**src/design/rse_pkg.sv**
```systemverilog
`timescale 1ns / 1ps
`default_nettype none
// ----------------------------------------------------------------------------
// rse_pkg
// shared types and constants of the rpn stack evaluator
// ----------------------------------------------------------------------------
package rse_pkg;

  localparam int DefStackDepth = 128;
  localparam int DataW = 64;

  typedef enum logic [3:0] {
    OP_PUSH     = 4'd0,
    OP_ADD      = 4'd1,
    OP_SUB      = 4'd2,
    OP_MUL      = 4'd3,
    OP_DIV      = 4'd4,
    OP_MOD      = 4'd5,
    OP_DUP      = 4'd6,
    OP_SWAP     = 4'd7,
    OP_PEEK     = 4'd8,
    OP_POP_SHOW = 4'd9,
    OP_CLEAR    = 4'd10
  } op_t;

  typedef enum logic [4:0] {
    ST_IDLE,
    ST_RD_B,
    ST_WT_B,
    ST_RD_A,
    ST_WT_A,
    ST_MUL0,
    ST_MUL1,
    ST_MUL2,
    ST_MUL3,
    ST_DIV,
    ST_FIN,
    ST_WR1,
    ST_WR2,
    ST_DONE
  } state_t;

  typedef enum logic [2:0] {
    WSEL_OPND,
    WSEL_A,
    WSEL_B,
    WSEL_RES,
    WSEL_ZERO
  } wsel_t;

  // controller to datapath
  typedef struct packed {
    logic    start_cmd;
    logic    rd_b;
    logic    rd_a;
    logic    lat_b;
    logic    lat_a;
    logic    mul_step;
    logic    div_step;
    logic    fin;
    logic    wr;
    wsel_t   wsel;
    logic    clr;
    logic    peek;
    logic    lat_show;
    logic    set_dz;
    logic    done;
  } ctl_t;

  // datapath to controller
  typedef struct packed {
    logic b_zero;
    logic div_last;
    op_t  op;
  } sts_t;

endpackage
`default_nettype wire

```
**src/design/rse_ctrl.sv**
```systemverilog
`timescale 1ns / 1ps
`default_nettype none
// ----------------------------------------------------------------------------
// rse_ctrl
// command sequencer: operand reads, arithmetic steps and stack writes
// ----------------------------------------------------------------------------
module rse_ctrl (
  input  wire logic          clk,
  input  wire logic          rst_n,
  input  wire logic          start,
  output logic               busy,
  input  rse_pkg::sts_t      sts,
  output rse_pkg::ctl_t      ctl
);

  rse_pkg::state_t state_r, state_nxt;

  always_ff @(posedge clk) begin
    if (!rst_n) begin
      state_r <= rse_pkg::ST_IDLE;
    end else begin
      state_r <= state_nxt;
    end
  end

  always_comb begin
    ctl = '0;
    ctl.wsel = rse_pkg::WSEL_OPND;
    state_nxt = state_r;
    busy = (state_r != rse_pkg::ST_IDLE);
    unique case (state_r)
      rse_pkg::ST_IDLE: begin
        if (start) begin
          ctl.start_cmd = 1'b1;
          state_nxt = rse_pkg::ST_RD_B;
        end
      end
      rse_pkg::ST_RD_B: begin
        case (sts.op)
          rse_pkg::OP_PUSH: begin
            ctl.wr = 1'b1;
            ctl.wsel = rse_pkg::WSEL_OPND;
            state_nxt = rse_pkg::ST_DONE;
          end
          rse_pkg::OP_CLEAR: begin
            ctl.clr = 1'b1;
            state_nxt = rse_pkg::ST_DONE;
          end
          rse_pkg::OP_PEEK: begin
            ctl.peek = 1'b1;
            ctl.rd_b = 1'b1;
            state_nxt = rse_pkg::ST_WT_B;
          end
          rse_pkg::OP_ADD, rse_pkg::OP_SUB, rse_pkg::OP_MUL, rse_pkg::OP_DIV,
          rse_pkg::OP_MOD, rse_pkg::OP_DUP, rse_pkg::OP_SWAP,
          rse_pkg::OP_POP_SHOW: begin
            ctl.rd_b = 1'b1;
            state_nxt = rse_pkg::ST_WT_B;
          end
          default: state_nxt = rse_pkg::ST_DONE;
        endcase
      end
      rse_pkg::ST_WT_B: begin
        ctl.lat_b = 1'b1;
        case (sts.op)
          rse_pkg::OP_PEEK, rse_pkg::OP_POP_SHOW: begin
            ctl.lat_show = 1'b1;
            state_nxt = rse_pkg::ST_DONE;
          end
          rse_pkg::OP_DUP: state_nxt = rse_pkg::ST_WR1;
          default: state_nxt = rse_pkg::ST_RD_A;
        endcase
      end
      rse_pkg::ST_RD_A: begin
        if (sts.op == rse_pkg::OP_DIV && sts.b_zero) begin
          ctl.set_dz = 1'b1;
          state_nxt = rse_pkg::ST_DONE;
        end else begin
          ctl.rd_a = 1'b1;
          state_nxt = rse_pkg::ST_WT_A;
        end
      end
      rse_pkg::ST_WT_A: begin
        ctl.lat_a = 1'b1;
        case (sts.op)
          rse_pkg::OP_MUL: state_nxt = rse_pkg::ST_MUL0;
          rse_pkg::OP_DIV, rse_pkg::OP_MOD: begin
            if (sts.b_zero) begin
              ctl.set_dz = 1'b1;
              state_nxt = rse_pkg::ST_WR1;
            end else begin
              state_nxt = rse_pkg::ST_DIV;
            end
          end
          rse_pkg::OP_SWAP: state_nxt = rse_pkg::ST_WR1;
          default: state_nxt = rse_pkg::ST_FIN;
        endcase
      end
      rse_pkg::ST_MUL0, rse_pkg::ST_MUL1, rse_pkg::ST_MUL2: begin
        ctl.mul_step = 1'b1;
        state_nxt = rse_pkg::state_t'(state_r + 5'd1);
      end
      rse_pkg::ST_MUL3: begin
        ctl.mul_step = 1'b1;
        state_nxt = rse_pkg::ST_FIN;
      end
      rse_pkg::ST_DIV: begin
        ctl.div_step = 1'b1;
        if (sts.div_last) state_nxt = rse_pkg::ST_FIN;
      end
      rse_pkg::ST_FIN: begin
        ctl.fin = 1'b1;
        state_nxt = rse_pkg::ST_WR1;
      end
      rse_pkg::ST_WR1: begin
        ctl.wr = 1'b1;
        case (sts.op)
          rse_pkg::OP_DUP: begin
            ctl.wsel = rse_pkg::WSEL_B;
            state_nxt = rse_pkg::ST_WR2;
          end
          rse_pkg::OP_SWAP: begin
            ctl.wsel = rse_pkg::WSEL_B;
            state_nxt = rse_pkg::ST_WR2;
          end
          rse_pkg::OP_MOD: begin
            ctl.wsel = sts.b_zero ? rse_pkg::WSEL_ZERO : rse_pkg::WSEL_RES;
            state_nxt = rse_pkg::ST_DONE;
          end
          default: begin
            ctl.wsel = rse_pkg::WSEL_RES;
            state_nxt = rse_pkg::ST_DONE;
          end
        endcase
      end
      rse_pkg::ST_WR2: begin
        ctl.wr = 1'b1;
        ctl.wsel = (sts.op == rse_pkg::OP_DUP) ? rse_pkg::WSEL_B : rse_pkg::WSEL_A;
        state_nxt = rse_pkg::ST_DONE;
      end
      rse_pkg::ST_DONE: begin
        ctl.done = 1'b1;
        state_nxt = rse_pkg::ST_IDLE;
      end
      default: state_nxt = rse_pkg::ST_IDLE;
    endcase
  end

endmodule
`default_nettype wire

```
**config.mk**
```make
export PLATFORM = sky130hd
export DESIGN_NAME = rse_ctrl
export DESIGN_NICKNAME = d
export VERILOG_FILES = /design/src/design/rse_pkg.sv /design/src/design/rse_ctrl.sv
export SDC_FILE = /design/constraint.sdc
export NUM_CORES = 1
export LEC_CHECK = 0
export ABC_AREA = 1
export BUFFER_PORTS_ARGS = -buffer_cell sky130_fd_sc_hd__buf_2
export CORE_ASPECT_RATIO = 1.75
export CORE_MARGIN = 2
export CORE_UTILIZATION = 30
export DETAILED_ROUTE_END_ITERATION = 10
export MAX_ROUTING_LAYER = met4
export PLACE_DENSITY_LB_ADDON = 0.25
export SLEW_MARGIN = 25
export SYNTH_ARGS = -nofsm -noshare
export SYNTH_HDL_FRONTEND = slang
export SYNTH_SLANG_ARGS = --single-unit
```
**constraint.sdc**
```tcl
create_clock -name clk -period 3.7 [get_ports clk]
set_input_delay 0.37 -clock clk [delete_from_list [all_inputs] [get_ports clk]]
set_output_delay 0.37 -clock clk [all_outputs]
set_load 0.03 [all_outputs]
```
### Yosys cells after proc, flatten, opt, wreduce, memory -nomap -nowiden

Cells that the tools add are included.

| storage, ports and cells | value |
|---|---|
| memory bits (read-only) | 0 |
| register bits after elaboration | 5 |
| latch bits | 0 |
| output and inout port bits | 18 |
| memories | 0 |
| bits of input ports | 9 |
| memory bits (writable) | 0 |
| word-level logic and storage cells | 73 |

| cells by class | value |
|---|---|
| magnitude comparators | 0 |
| $mul | 0 |
| mux-type cells | 35 |
| shift operators | 0 |
| bitwise gates (word level) | 0 |
| divide/modulo/power cells | 0 |
| eq/ne operators | 25 |
| add/sub/neg operators | 1 |
| reductions and logical operators | 11 |

Operator list:

| cell | number |
|---|---|
| $pmux 5 s11 | 1 |
| $eq 5x4->1 const B | 6 |
| $eq 5x3->1 const B | 4 |
| $mux 1 | 20 |
| $eq 4x3->1 const B | 4 |
| $pmux 5 s3 | 1 |
| $eq 4x4->1 const B | 3 |
| $mux 4 | 3 |
| $pmux 4 s3 | 1 |
| $eq 5x2->1 const B | 2 |
| $mux 5 | 2 |
| $reduce_or 9->1 | 1 |
| $eq 4x2->1 const B | 2 |
| $pmux 4 s2 | 1 |
| $mux 2 | 3 |
| $pmux 3 s2 | 1 |
| $reduce_or 2->1 | 3 |
| $add 5x1->5 const B | 1 |
| $eq 5x1->1 const B | 1 |
| $logic_not 5->1 | 1 |
| $reduce_bool 5->1 | 1 |
| $eq 4x1->1 const B | 1 |
| $logic_not 4->1 | 1 |
| $ne 2x2->1 const B | 2 |
| 6 further kinds | 6 |

### Longest topological paths before layout

| depth | value |
|---|---|
| depth in word-level cells | 4 |
| mapped depth | 10 |
| mapped depth without buffers | 10 |

### Worst setup path before layout

Ideal clock, no wire load.

| timing path | value |
|---|---|
| kind | register to output |
| start point | reg state_r[1] |
| end point | out ctl[4] in the netlist's numbering |
| required time | 3,330 ps |
| arrival time | 1,719 ps |
| stages on the path, launching flop included | 7 |
| setup slack | 1,611 ps |
| buffers on the path | 0 |
| cells stage by stage | dfxtp_1 -> inv_1 -> ha_1 -> inv_1 -> nor2_2 -> nand2_2 -> nor4_1 |

RTL lines:

| item | line | source |
|---|---|---|
| from (decl) | rse_ctrl.sv:16 | `rse_pkg::state_t state_r, state_nxt;` |
| from (signal assigned) | rse_ctrl.sv:20 | `state_r <= rse_pkg::ST_IDLE;` |
| from (signal assigned) | rse_ctrl.sv:22 | `state_r <= state_nxt;` |
| to (decl) | rse_ctrl.sv:13 | `output rse_pkg::ctl_t ctl` |

==> impl_metrics.ini <==
[logic_synthesis]
syn_inst = 148
synth-compound-area-share = 0.0924
synth_mux_area_frac = 0
yosysTopAreaCellShare = 0.201
syn_avg_cell_area_sq_um = 5.31
synth_nets = 161
seq_area_frac_synth = 0.127
ys_types = 22
synth_top_family_by_area = simple AND/OR/NAND/NOR gates
synth_xor_area_frac = 0
ys_ff_latch = 5
yosysWarnings = 0
netlist_top_cells_area = nand2_1 (20%), dfxtp_1 (13%), inv_1 (11%), nor2_1 (11%), nand3_1 (10%)
yosys.area_share.simple = 0.578
yosysTopAreaCell = nand2_1
synth_fa_ha_area_frac = 0.0637
syn_area_sq_um = 786

[power_and_ir_drop]
power_w = 0.000235
vdd.ir_drop.worst_mv = 0.293
leakagePower_nw = 0.609
power_density_nw_per_um2 = 236

[sta]
fmax_mhz = 485
tns_ns = 0
fin_ws_ns = 1.64
final_hold_viol_count = 0
setup_viol = 0
rsz0062_at_grt = no
drv_slew = 0
period_share = 0.557
skew_ns = 0.00390
period_minus_slack_ns = 2.06
fin_hold_ws_ns = 0.417

[cells_and_area]
final_cell_mix = nand2_1 (42), buf_2 (26), inv_1 (24), nor2_1 (24), nand3_1 (16)
top_register = state_r
layout_commonest_cell = nand2_1
fin_cells = 204
drive_above_1_share = 0.258
synthToLayoutAreaGrowth_pct = 26.4
diodes = 0
fillers = 302
nNetsFinal = 192
multi_input_area_sq_um = 581
seqCellArea_sq_um = 100
largestRegisters = state_r (5)
largest_register_ffs = 5

[clock_tree]
cts_resized = 0
cts_htree_levels = 1
cts_buffers = 3
cts_setup_buffers = 0
root_buffer = clkbuf_8
worstSkewPairLatency_ns = 0.22
cts_hold_buffers = 0
cts.sinks = 5
cts.reportedPaths.clkPinSlew_ns = 0.04
clk_path_buf_depth = 2
cts_tree = done

[setup_path]
cp-start-kind = flop
crit_buf_inv = 3
cp_slowest_cell = dfxtp_1
worstPathMaxFanout = 5
crit_path_max_incr_delay_ns = 0.41
worstSetupEndpointType = output pin
cp_common_cell = inv_1
required_ns = 3.33
worstPathCellList = ha_1 > inv_1 > nor2_1 > nand2_1 > inv_1 > nand3_1 > o21ai_0 > buf_2
reg2reg_from = state_r[0]
crit_type = flop to output pin
worst_ep_arrival_time_ns = 1.69
critPathLaunch = state_r[0]
cp_top_family = flip-flops

[global_route]
grt_overflow = 0
grt_pass1_wl_mm = 3.81
grt_pass1_vias = 959
grt_antenna_before_repair = 0
grt_max_degree = 7
track_usage = 0.160

[placed_design]
port_buffers = 26
hpwl_mm = 1.97
post-place-cells = 200
place_congestion = 0.925
post-place-ws_ns = 1.85

[floorplanning]
fp.dieW_microns = 42.7
start_util = 0.315
core_area_sq_um = 2490
die_area_sq_um = 3060
io_pins = 27
fp-row-count = 24
fp.dieH_microns = 71.7

[detailed_routing]
drtIter0Drc = 13
vias = 979
first_pass_iters = 4
wl_mm = 2.21
drc = 0
detail_route.wl_per_cell_microns = 10.8
avgViaCountPerCell = 4.80
drt.antenna.violating_nets = 0

[min_path]
hp-start = rst_n
min_path_type = input port to flop

[run_status]
outcome = completed

[job]
cap_violations = 0
-- worst paths after layout --
path                              endpoint  slack, ns  cells after the start
worst max-delay path                ctl[5]       1.64                      8
worst max register to register  state_r[1]       2.11                      9
worst min-delay path            state_r[2]       0.42                      3
worst min register to register  state_r[1]       0.53                      2
-- where the power goes --
group,internal (W),total [W],switching (W)
logic,0.0000219,0.0000727,0.0000508
clock network,0.0000738,0.0000990,0.0000252
registers,0.0000574,0.0000628,0.00000538
total,0.000153,0.000235,0.0000814
-- cells by family (layout without fill, tap and decap cells) --
group           Yosys count  after routing
buf+inv                  28             58
flops                     5              5
other cells               1              1
simple gates             99             99
compound gates           11             11
fa+ha+maj                 4              4
-- cell type report --
class / instances / area share
Tap cell: 26 / 0.0327
Multi-Input combinational cell: 115 / 0.584
Inverter: 28 / 0.106
Sequential cell: 5 / 0.101
Timing Repair Buffer: 26 / 0.131
Clock buffer: 4 / 0.0453
-- cells in the mapped netlist (all sizes together) --
master and count:
conb 1, nor3 2, nand3 16, nand2 47, inv 28, nor2 30, o21ai 5, dfxtp 5
a21oi 4, o211ai 1, ha 4, a22o 1, nor4 1, nand4 2, or2 1
-- through the flow --
step,area (sq um),util
6_report,993,0.399
2_1_floorplan,786,-
3_3_place_gp,948,0.381
4_1_cts,993,0.399
5_1_grt,993,0.399
3_5_place_dp,948,0.381
-- worst register-to-register path, cell delays in order, from the launching register on --
cell and delay [ns]:
dfxtp_1 0.35, inv_1 0.12, ha_1 0.20, nand2_2 0.10, nor2_1 0.27, inv_2 0.10
o21ai_4 0.16, inv_2 0.07, nand2_1 0.07, a21oi_1 0.05
-- per-layer routing --
layer	GRT usage	vias to the layer above	wire (microns)
li1	-	515	-
met1	0.144	422	761
met3	0.0327	6	127
met4	0.0764	0	79
met5	-	-	0
met2	0.305	36	1240
Power figures use the tool's default switching activity.
